**config.mk**
```make
export PLATFORM = sky130hd
export DESIGN_NAME = bootloader_program_packet_framer_core
export DESIGN_NICKNAME = d
export VERILOG_FILES = /design/src/design/bpf_pkg.sv /design/src/design/bpf_front.sv /design/src/design/bpf_queue.sv /design/src/design/bpf_back.sv /design/src/design/bootloader_program_packet_framer_core.sv
export SDC_FILE = /design/constraint.sdc
export NUM_CORES = 1
export LEC_CHECK = 0
export BUFFER_PORTS_ARGS = -buffer_cell sky130_fd_sc_hd__buf_2
export CAP_MARGIN = 20
export CORE_MARGIN = 10
export CORE_UTILIZATION = 45
export DETAILED_ROUTE_END_ITERATION = 10
export GPL_TIMING_DRIVEN = 1
export PLACE_DENSITY = 0.65
export SETUP_SLACK_MARGIN = 0.05
export SKIP_LAST_GASP = 1
export SLEW_MARGIN = 20
export SYNTH_ARGS = -nofsm -noshare
export SYNTH_HDL_FRONTEND = slang
export SYNTH_SLANG_ARGS = --single-unit
```
**constraint.sdc**
```tcl
create_clock -name clk -period 7.4 [get_ports clk]
set_input_delay 1.11 -clock clk [delete_from_list [all_inputs] [get_ports clk]]
set_output_delay 1.11 -clock clk [all_outputs]
set_load 0.02 [all_outputs]
```
**src/design/bpf_pkg.sv**
```systemverilog
// shared types, constants and crc helper for the program packet framer
`default_nettype none

package bpf_pkg;

    localparam int BPF_QUEUE_DEPTH = 4;

    localparam logic [7:0]  PKT_HEADER      = 8'h80;
    localparam logic [7:0]  PKT_CMD_PROGRAM = 8'h20;
    localparam logic [7:0]  PKT_LEN_EXTRA   = 8'd5;
    localparam logic [7:0]  PKT_ZERO        = 8'h00;
    localparam logic [31:0] CRC_POLY        = 32'hEDB88320;
    localparam logic [31:0] CRC_INIT        = 32'hFFFFFFFF;
    localparam logic [7:0]  CHUNK_RESET     = 8'd128;
    localparam logic [7:0]  CHUNK_MAX       = 8'd250;

    // register indexes on the config port
    localparam logic REG_MAX_CHUNK = 1'b0;

    // header byte positions
    localparam logic [2:0] HDR_LEN  = 3'd1;
    localparam logic [2:0] HDR_ZERO = 3'd2;
    localparam logic [2:0] HDR_CMD  = 3'd3;
    localparam logic [2:0] HDR_LAST = 3'd7;
    localparam logic [1:0] CRC_LAST = 2'd3;

    typedef struct packed {
        logic [7:0]  data;
        logic        hdr;
        logic        last;
        logic [7:0]  len;
        logic [31:0] addr;
    } bpf_job_t;

    typedef enum logic [1:0] {
        ST_JOB,
        ST_HEAD,
        ST_DATA,
        ST_CRC
    } bpf_state_t;

    function automatic logic [31:0] crc_byte(input logic [31:0] crc, input logic [7:0] b);
        logic [31:0] c;
        c = crc ^ {24'd0, b};
        for (int i = 0; i < 8; i++)
        begin
            c = c[0] ? ((c >> 1) ^ CRC_POLY) : (c >> 1);
        end
        return c;
    endfunction

endpackage

`default_nettype wire

```
**src/design/bpf_front.sv**
```systemverilog
// front end: tracks segment and chunk position and classifies each byte into a job
`default_nettype none

module bpf_front (
    input  wire logic            clk,
    input  wire logic            rst_n,
    input  wire logic            in_valid,
    input  wire logic            in_ready,
    input  wire logic [7:0]      data_byte,
    input  wire logic            segment_start,
    input  wire logic [31:0]     segment_address,
    input  wire logic [23:0]     segment_length,
    input  wire logic [7:0]      max_chunk,
    output      logic            push,
    output      bpf_pkg::bpf_job_t job
);
    import bpf_pkg::*;

    logic [23:0] segment_left_reg, segment_left_next;
    logic [7:0]  chunk_left_reg, chunk_left_next;
    logic [31:0] next_address_reg, next_address_next;

    logic [23:0] seg_eff;
    logic [7:0]  chunk_eff;
    logic [31:0] addr_eff;
    logic [7:0]  lim;
    logic [7:0]  len;
    logic [7:0]  clen;
    logic        accept;
    logic        hdr;

    assign accept    = in_valid && in_ready;
    assign seg_eff   = segment_start ? segment_length : segment_left_reg;
    assign chunk_eff = segment_start ? 8'd0 : chunk_left_reg;
    assign addr_eff  = segment_start ? segment_address : next_address_reg;

    always_comb
    begin
        lim = max_chunk;
        if (lim == 8'd0)
        begin
            lim = 8'd1;
        end
        if (lim > CHUNK_MAX)
        begin
            lim = CHUNK_MAX;
        end
    end

    assign len  = (seg_eff < {16'd0, lim}) ? seg_eff[7:0] : lim;
    assign hdr  = (chunk_eff == 8'd0);
    assign clen = hdr ? len : chunk_eff;

    assign push      = accept && (seg_eff != 24'd0);
    assign job.data  = data_byte;
    assign job.hdr   = hdr;
    assign job.last  = (clen == 8'd1);
    assign job.len   = len;
    assign job.addr  = addr_eff;

    always_comb
    begin
        segment_left_next = segment_left_reg;
        chunk_left_next   = chunk_left_reg;
        next_address_next = next_address_reg;
        if (accept)
        begin
            segment_left_next = seg_eff;
            chunk_left_next   = chunk_eff;
            next_address_next = addr_eff;
            if (seg_eff != 24'd0)
            begin
                segment_left_next = seg_eff - 24'd1;
                chunk_left_next   = clen - 8'd1;
                if (hdr)
                begin
                    next_address_next = addr_eff + {24'd0, len};
                end
            end
        end
    end

    always_ff @(posedge clk or negedge rst_n)
    begin
        if (!rst_n)
        begin
            segment_left_reg <= '0;
            chunk_left_reg   <= '0;
            next_address_reg <= '0;
        end
        else
        begin
            segment_left_reg <= segment_left_next;
            chunk_left_reg   <= chunk_left_next;
            next_address_reg <= next_address_next;
        end
    end

endmodule

`default_nettype wire

```
**src/design/bpf_queue.sv**
```systemverilog
// short job queue between front and back
`default_nettype none

module bpf_queue #(
    parameter int DEPTH = bpf_pkg::BPF_QUEUE_DEPTH
) (
    input  wire logic              clk,
    input  wire logic              rst_n,
    input  wire logic              push,
    input  wire bpf_pkg::bpf_job_t push_job,
    input  wire logic              pop,
    output      logic              full,
    output      logic              head_valid,
    output      bpf_pkg::bpf_job_t head_job
);
    import bpf_pkg::*;

    localparam int PTR_W = (DEPTH > 1) ? $clog2(DEPTH) : 1;
    localparam int CNT_W = $clog2(DEPTH + 1);

    bpf_job_t mem [DEPTH];

    logic [PTR_W-1:0] wr_ptr_reg, wr_ptr_next;
    logic [PTR_W-1:0] rd_ptr_reg, rd_ptr_next;
    logic [CNT_W-1:0] count_reg, count_next;
    logic             do_push;
    logic             do_pop;

    assign full       = (count_reg == CNT_W'(DEPTH));
    assign head_valid = (count_reg != '0);
    assign head_job   = mem[rd_ptr_reg];
    assign do_push    = push && !full;
    assign do_pop     = pop && head_valid;

    always_comb
    begin
        wr_ptr_next = wr_ptr_reg;
        rd_ptr_next = rd_ptr_reg;
        count_next  = count_reg;
        if (do_push)
        begin
            wr_ptr_next = (wr_ptr_reg == PTR_W'(DEPTH - 1)) ? '0 : wr_ptr_reg + 1'b1;
        end
        if (do_pop)
        begin
            rd_ptr_next = (rd_ptr_reg == PTR_W'(DEPTH - 1)) ? '0 : rd_ptr_reg + 1'b1;
        end
        if (do_push && !do_pop)
        begin
            count_next = count_reg + 1'b1;
        end
        else if (do_pop && !do_push)
        begin
            count_next = count_reg - 1'b1;
        end
    end

    always_ff @(posedge clk)
    begin
        if (do_push)
        begin
            mem[wr_ptr_reg] <= push_job;
        end
    end

    always_ff @(posedge clk or negedge rst_n)
    begin
        if (!rst_n)
        begin
            wr_ptr_reg <= '0;
            rd_ptr_reg <= '0;
            count_reg  <= '0;
        end
        else
        begin
            wr_ptr_reg <= wr_ptr_next;
            rd_ptr_reg <= rd_ptr_next;
            count_reg  <= count_next;
        end
    end

endmodule

`default_nettype wire

```
**src/design/bpf_back.sv**
```systemverilog
// back end: turns jobs into header, data and crc bytes, one byte per cycle while out_ready is high and jobs are queued
`default_nettype none

module bpf_back (
    input  wire logic              clk,
    input  wire logic              rst_n,
    input  wire logic              q_valid,
    input  wire bpf_pkg::bpf_job_t q_job,
    output      logic              pop,
    output      logic              out_valid,
    input  wire logic              out_ready,
    output      logic [7:0]        out_byte,
    output      logic              packet_end
);
    import bpf_pkg::*;

    bpf_state_t  st_reg, st_next;
    logic [2:0]  idx_reg, idx_next;
    logic [31:0] crc_reg, crc_next;
    logic        m_valid_reg, m_valid_next;
    logic [7:0]  m_data_reg;
    logic        m_last_reg;

    logic        adv;
    logic        emit;
    logic [7:0]  byte_sel;
    logic        end_sel;
    logic [7:0]  hb;

    assign adv        = !m_valid_reg || out_ready;
    assign out_valid  = m_valid_reg;
    assign out_byte   = m_data_reg;
    assign packet_end = m_last_reg;

    always_comb
    begin
        case (idx_reg)
            HDR_LEN:  hb = q_job.len + PKT_LEN_EXTRA;
            HDR_ZERO: hb = PKT_ZERO;
            HDR_CMD:  hb = PKT_CMD_PROGRAM;
            default:  hb = q_job.addr[{idx_reg[1:0], 3'b000} +: 8];
        endcase
    end

    // next state
    always_comb
    begin
        st_next  = st_reg;
        idx_next = idx_reg;
        case (st_reg)
            ST_JOB:
            begin
                if (q_valid && adv)
                begin
                    if (q_job.hdr)
                    begin
                        st_next  = ST_HEAD;
                        idx_next = HDR_LEN;
                    end
                    else if (q_job.last)
                    begin
                        st_next  = ST_CRC;
                        idx_next = '0;
                    end
                end
            end
            ST_HEAD:
            begin
                if (adv)
                begin
                    if (idx_reg == HDR_LAST)
                    begin
                        st_next = ST_DATA;
                    end
                    else
                    begin
                        idx_next = idx_reg + 3'd1;
                    end
                end
            end
            ST_DATA:
            begin
                if (adv)
                begin
                    idx_next = '0;
                    st_next  = q_job.last ? ST_CRC : ST_JOB;
                end
            end
            ST_CRC:
            begin
                if (adv)
                begin
                    if (idx_reg[1:0] == CRC_LAST)
                    begin
                        st_next  = ST_JOB;
                        idx_next = '0;
                    end
                    else
                    begin
                        idx_next = idx_reg + 3'd1;
                    end
                end
            end
            default:
            begin
                st_next  = ST_JOB;
                idx_next = '0;
            end
        endcase
    end

    // outputs
    always_comb
    begin
        emit     = 1'b0;
        byte_sel = PKT_ZERO;
        end_sel  = 1'b0;
        pop      = 1'b0;
        crc_next = crc_reg;
        case (st_reg)
            ST_JOB:
            begin
                if (q_valid && adv)
                begin
                    emit = 1'b1;
                    if (q_job.hdr)
                    begin
                        byte_sel = PKT_HEADER;
                    end
                    else
                    begin
                        byte_sel = q_job.data;
                        crc_next = crc_byte(crc_reg, q_job.data);
                        pop      = 1'b1;
                    end
                end
            end
            ST_HEAD:
            begin
                if (adv)
                begin
                    emit     = 1'b1;
                    byte_sel = hb;
                    if (idx_reg == HDR_CMD)
                    begin
                        crc_next = crc_byte(CRC_INIT, hb);
                    end
                    else if (idx_reg > HDR_CMD)
                    begin
                        crc_next = crc_byte(crc_reg, hb);
                    end
                end
            end
            ST_DATA:
            begin
                if (adv)
                begin
                    emit     = 1'b1;
                    byte_sel = q_job.data;
                    crc_next = crc_byte(crc_reg, q_job.data);
                    pop      = 1'b1;
                end
            end
            ST_CRC:
            begin
                if (adv)
                begin
                    emit     = 1'b1;
                    byte_sel = crc_reg[{idx_reg[1:0], 3'b000} +: 8];
                    end_sel  = (idx_reg[1:0] == CRC_LAST);
                end
            end
            default:
            begin
                emit = 1'b0;
            end
        endcase
    end

    assign m_valid_next = emit ? 1'b1 : (out_ready ? 1'b0 : m_valid_reg);

    always_ff @(posedge clk)
    begin
        if (emit)
        begin
            m_data_reg <= byte_sel;
            m_last_reg <= end_sel;
        end
    end

    always_ff @(posedge clk or negedge rst_n)
    begin
        if (!rst_n)
        begin
            st_reg      <= ST_JOB;
            idx_reg     <= '0;
            crc_reg     <= CRC_INIT;
            m_valid_reg <= 1'b0;
        end
        else
        begin
            st_reg      <= st_next;
            idx_reg     <= idx_next;
            crc_reg     <= crc_next;
            m_valid_reg <= m_valid_next;
        end
    end

endmodule

`default_nettype wire

```
**src/design/bootloader_program_packet_framer_core.sv**
```systemverilog
// top level of the bootloader program packet framer
//
// s_* stream: one segment byte per transaction; s_tuser marks the first byte
// of a segment, which also carries the segment address and length.
// m_* stream: framed packet bytes, 0x80, len+5, 0x00, 0x20, address (le),
// data, crc32 with no final xor (le); m_tlast is high on each last crc byte.
// apb port: register max_chunk at address 0, written on psel & penable &
// pwrite; pready is tied high. write it only while the block is idle.
// flow: the first output byte of an input passes the job queue and the
// output register before m_tvalid rises. the output sequencer sends one byte
// per cycle while m_tready is high and jobs are queued: a data byte per input,
// plus 8 header bytes and 4 crc bytes per chunk; the output register sets
// that rate. a 4-entry job queue parts the input side from the sequencer so
// the input keeps flowing during headers. reset clears position and address
// state, sets the crc to all ones and max_chunk to 128. when m_tready is low
// the output byte holds, the queue fills and s_tready drops once it is full.
`default_nettype none

module bootloader_program_packet_framer_core #(
    parameter int QUEUE_DEPTH = bpf_pkg::BPF_QUEUE_DEPTH
) (
    input  wire logic        clk,
    input  wire logic        rst_n,
    input  wire logic        s_tvalid,
    output      logic        s_tready,
    input  wire logic [63:0] s_tdata,   // data_byte, segment_address, segment_length
    input  wire logic        s_tuser,   // segment_start
    output      logic        m_tvalid,
    input  wire logic        m_tready,
    output      logic [7:0]  m_tdata,   // out_byte
    output      logic        m_tlast,
    input  wire logic        psel,
    input  wire logic        penable,
    input  wire logic        pwrite,
    input  wire logic [2:0]  paddr,
    input  wire logic [31:0] pwdata,
    output      logic [31:0] prdata,
    output      logic        pready
);
    import bpf_pkg::*;

    logic [7:0] max_chunk_reg, max_chunk_next;
    logic       cfg_wr;
    logic       full;
    logic       push;
    bpf_job_t   push_job;
    logic       q_valid;
    bpf_job_t   q_job;
    logic       pop;

    assign pready   = 1'b1;
    assign cfg_wr   = psel && penable && pwrite && pready;
    assign prdata   = (paddr[2] == REG_MAX_CHUNK) ? {24'd0, max_chunk_reg} : 32'd0;
    assign s_tready = !full;

    assign max_chunk_next = (cfg_wr && paddr[2] == REG_MAX_CHUNK) ? pwdata[7:0]
                                                                   : max_chunk_reg;

    always_ff @(posedge clk or negedge rst_n)
    begin
        if (!rst_n)
        begin
            max_chunk_reg <= CHUNK_RESET;
        end
        else
        begin
            max_chunk_reg <= max_chunk_next;
        end
    end

    bpf_front u_front (
        .clk             (clk),
        .rst_n           (rst_n),
        .in_valid        (s_tvalid),
        .in_ready        (s_tready),
        .data_byte       (s_tdata[7:0]),
        .segment_start   (s_tuser),
        .segment_address (s_tdata[39:8]),
        .segment_length  (s_tdata[63:40]),
        .max_chunk       (max_chunk_reg),
        .push            (push),
        .job             (push_job)
    );

    bpf_queue #(
        .DEPTH (QUEUE_DEPTH)
    ) u_queue (
        .clk        (clk),
        .rst_n      (rst_n),
        .push       (push),
        .push_job   (push_job),
        .pop        (pop),
        .full       (full),
        .head_valid (q_valid),
        .head_job   (q_job)
    );

    bpf_back u_back (
        .clk        (clk),
        .rst_n      (rst_n),
        .q_valid    (q_valid),
        .q_job      (q_job),
        .pop        (pop),
        .out_valid  (m_tvalid),
        .out_ready  (m_tready),
        .out_byte   (m_tdata),
        .packet_end (m_tlast)
    );

endmodule

`default_nettype wire

```
* Word level (Yosys, flattened, before mapping)
Memories as Yosys holds them, arrays and structs flattened. Cells that the tools add are included.
Word-level totals: register bits 126, memories 1, bits in writable memories 200, output and inout port bits 44
Memories:
- u_queue.mem | words 4, width 50, read ports 1, clocked after Yosys merged registers in 0, write ports 1, line bpf_queue.sv:21 | bpf_job_t mem [DEPTH];
Operators by class: reduce and logical (&&, ||, !) cells 28, $lt $le $gt $ge 3, eq/ne operators 22, shifts and indexed selects 2, muxes and demuxes 83, bitwise gates (word level) 28, $add $sub $neg 9
Operators with widths (number):
- two-way mux 32 bit | 33
- NOT 13 -> 14 bit | 24
- two-way mux 8 bit | 12
- one-hot mux 32 bit (3 select lines) | 1
- indexed part select 32 x 6 -> 8 bit | 2
- bitwise XOR 32 x 8 -> 32 bit | 2
- two-way mux 24 bit | 2
- adder 32 x 8 -> 32 bit | 1
- NOT 8 -> 32 bit | 1
- one-hot mux 8 bit (4 select lines) | 1
- two-way mux 3 bit | 10
- < comparator 24 x 8 -> 1 bit | 1
- one-hot mux 8 bit (3 select lines) | 1
- nonzero test 24 bit | 1
- subtractor 24 x 1 -> 24 bit (second input constant) | 1
- two-way mux 2 bit | 11
- logical NOT 8 bit | 2
- != test 2 x 1 -> 1 bit (second input constant) | 6
- one-hot mux 3 bit (4 select lines) | 1
- AND reduction 6 bit | 2
- == test 2 bit (second input constant) | 5
- logical AND 1 bit | 10
- adder 8 x 3 -> 8 bit (second input constant) | 1
- == test 8 x 1 -> 1 bit (second input constant) | 1
- 25 further kinds | 43

* Longest topological paths before layout
An unclocked memory read counts as a cell.
depth after elaboration 24, mapped depth 26, gate-level depth less buffers 20

* Cells and area by module
Synthesis repeated with hierarchy kept, for this count alone.
Second synthesis, totals: cell total of the unflattened synthesis 1646, area total of the unflattened synthesis 19515.0 um^2
By module, submodules not included:
- bpf_queue | instances 1, area an instance 7734.9 um^2, seq. area each 6180.9 um^2, cells an instance 299
- bpf_front | instances 1, area an instance 5803.1 um^2, seq. area each 1601.5 um^2, cells an instance 723
- bpf_back | instances 1, area an instance 5392.7 um^2, seq. area each 1261.2 um^2, cells an instance 571
- bootloader_program_packet_framer_core | instances 1, area an instance 584.3 um^2, seq. area each 201.4 um^2, cells an instance 53

* Worst setup path before layout
No wires, ideal clock.
path kind in2reg, from input s_tuser, to register u_front.next_address_reg[27], path buffers 6, path slack 1.083 ns, arrival time 6.235 ns, cell stages on the path 25, cell sequence buf_2 > buf_2 > buf_2 > buf_2 > buf_2 > mux2i_1 > inv_1 > ha_1 > a21o_1 > a21o_1 > a221o_1 > a211oi_2 > mux2i_1 > ha_1 > a21o_1 > a21oi_1 > o21bai_1 > a21oi_1 > o21bai_1 > a21o_1 > a21oi_1 > clkbuf_1 > nor4_1 > xnor2_1 > o21ai_0
RTL lines:
- from (decl) | line bootloader_program_packet_framer_core.sv:27 | input wire logic s_tuser,
- to (signal assigned) | line bpf_front.sv:95 | next_address_reg <= next_address_next;
- to (decl) | line bpf_front.sv:21 | logic [31:0] next_address_reg, next_address_next;

==> metrics.md <==
| Metric | Value |
|---|---|
| Status | completed |
| Worst Tran Pin Value | 1060 ps |
| Setup Buffers After CTS | 0 |
| Clock Sinks | 326 |
| Worst path arrival time | 6520 ps |
| Synth Flop Type | edfxtp_1 |
| Worst slew margin | 0.293 |
| CTS root buf | clkbuf_16 |
| Crit Path Class | in -> reg |
| Post-synth ARST share | 0.359 |
| WL per Instance | 20.7 µm |
| Die height | 222 µm |
| Drt pass-1 iters | 6 |
| Final Max Tran Viols | 0 |
| Layout cells sized above 1 | 0.210 |
| Synth warn | 0 |
| Total Neg Setup Slack | 0 ps |
| Fin crit share | 0.821 |
| Min cycle time layout | 6070 ps |
| Vias in the first global route | 12.6k |
| Post-synthesis cell type count | 83 |
| H-tree depth | 2 |
| DRC viols | 0 |
| Clk slew on worst S/H paths | 60 ps |
| Pin count of the biggest net entering global routing | 98 |
| Row Count | 74 |
| Clock Latency Late Sink | 560 ps |
| Worst Path Max Fanout | 48 |
| Placer Congestion | 0.928 |
| Worst hold-check path type | reg -> reg |
| Final setup violation count | 0 |
| Mapped Area | 18,400 µm² |
| Clock skew | 18.9 ps |
| First-pass GRT wire length | 72,200 µm |
| Total core area | 40,600 µm² |
| Cells after synthesis | 1,568 |
| Chip Width | 222 µm |
| Syn-to-layout area delta | 12.7% |
| First DRT Iteration DRCs | 914 |
| Via count | 12.5k |
| Hold Fails Final Rpt | 0 |
| WL final | 45,800 µm |
| Max Clock Freq | 0.165 GHz |
| Initial antenna violation count | 0 |
| Largest register FFs | 200 |
| Vias/cell | 5.65 |
| GR Util All Layers | 0.181 |
| CTS Hold Buffers Added | 0 |
| CTS tree | built |
| Post-route antenna net violation count | 0 |
| ANT cells | 0 |
| IO Pins | 151 |
| Crit start category | primary input |
| Synth Area per Inst | 11.8 µm² |
| Most frequent cells in the layout | edfxtp_1, nand2_1, xnor2_1 |
| Number of enable flip-flop cells after synthesis | 209 |
| NumNets Final | 1,792 |
| CTS max path bufs | 3 |
| RSZ-0062 raised after global routing | false |
| Req. time, crit path | 7850 ps |
| Num CTS Buffers | 38 |
| Post-CTS sizing | 0 |
| PortBufs | 99 |
| Register area share after synthesis | 0.501 |
| Commonest non-fill, non-tap cell in the layout | edfxtp_1 |
| Crit. End Element | register |
| Grt total ovfl | 0 |
| Die Area | 49,500 µm² |
| HPWL Detailed | 31,300 µm |
| Max-cap check violation count | 0 |
| Initial Util | 0.454 |
| #FFs+latches synth | 326 |
-- logic make-up after synthesis --
family / Yosys count / synth area share
AO/OA/AOI/OAI: 303 / 0.105
XOR/XNOR: 230 / 0.117
AND/OR/NAND/NOR: 378 / 0.0950
other: 2 / 0.000407
flip-flops: 326 / 0.501
adder cells (fa/ha/maj): 32 / 0.0225
buffers and inverters: 150 / 0.0395
multiplexers: 147 / 0.119
-- through the flow --
stage	setup WS [ps]	util	instances	instance area (µm²)	hold slack [ps]
global placement	986	0.476	2144	19300	456
detailed placement	748	0.476	2144	19300	468
floorplan	1080	-	1591	18500	442
CTS	1320	0.511	2213	20800	482
finish	1330	0.512	2214	20800	475
global route	967	0.512	2214	20800	492
-- worst max-delay path, cell delays in order --
cell and delay [ps]:
buf_4 370, buf_4 390, mux2i_1 420, inv_1 90, ha_1 220, nor3b_1 260
o221ai_1 190, a211oi_2 360, mux2i_1 600, ha_1 310, fa_1 210, a21o_1 120
a21oi_1 90, o21bai_1 140, a21oi_1 110, o21bai_1 140, a21oi_1 100, nor2_1 670
nand4_1 210, xor2_1 190, o21ai_0 190
-- synth_stat cells, drive strengths merged, types with 13 or more instances --
master	number	area (µm²)
nor2b	13	81.3
inv	45	169
nand3	17	90.1
ha	30	375
xor2	69	627
xnor2	156	1420
mux4	54	1220
clkbuf	51	191
and2	14	87.6
edfxtp	209	6280
o21ai	133	669
a22oi	20	155
nand2	158	593
nor2	87	327
mux2i	50	500
o22ai	18	113
dfrtp	84	2100
a21oi	50	277
buf	52	362
nor3	25	125
dfstp	33	867
mux2	43	484
-- worst paths after layout --
| check | slack [ps] | end | from | cells past startpoint |
|---|---|---|---|---|
| worst max-delay path | 1330 | u_front.next_address_reg[28] | s_tuser | 21 |
| worst min-delay path | 470 | u_front.next_address_reg[27] | u_front.next_address_reg[27] | 2 |
| worst max register to register | 2070 | u_front.next_address_reg[28] | u_front.segment_left_reg[5] | 20 |
| worst min register to register | 470 | u_front.next_address_reg[27] | u_front.next_address_reg[27] | 2 |
| max in group asynchronous | 5160 | u_queue.rd_ptr_reg[0] | rst_n | 2 |
| min in group asynchronous | 640 | u_front.next_address_reg[18] | rst_n | 1 |
-- final cells by class --
cell class,instances,area [µm²]
fillers,3563,19900
flip-flops and latches,326,9250
multi-input cells,1115,8570
clock buffers,44,993
repair buffers,125,696
well taps,532,666
clock inverters,25,443
inverters,47,176
-- metal layers --
metal | up-vias | routed length [µm] | global-route usage
met5 | - | 0 | 0
met4 | 0 | 982 | 0.0534
met3 | 63 | 2280 | 0.0282
met2 | 336 | 22400 | 0.300
met1 | 6285 | 20100 | 0.241
li1 | 5829 | - | -
Power is not shown: default switching activity piles up to over one toggle a cycle in this logic, so the estimate is an artifact.
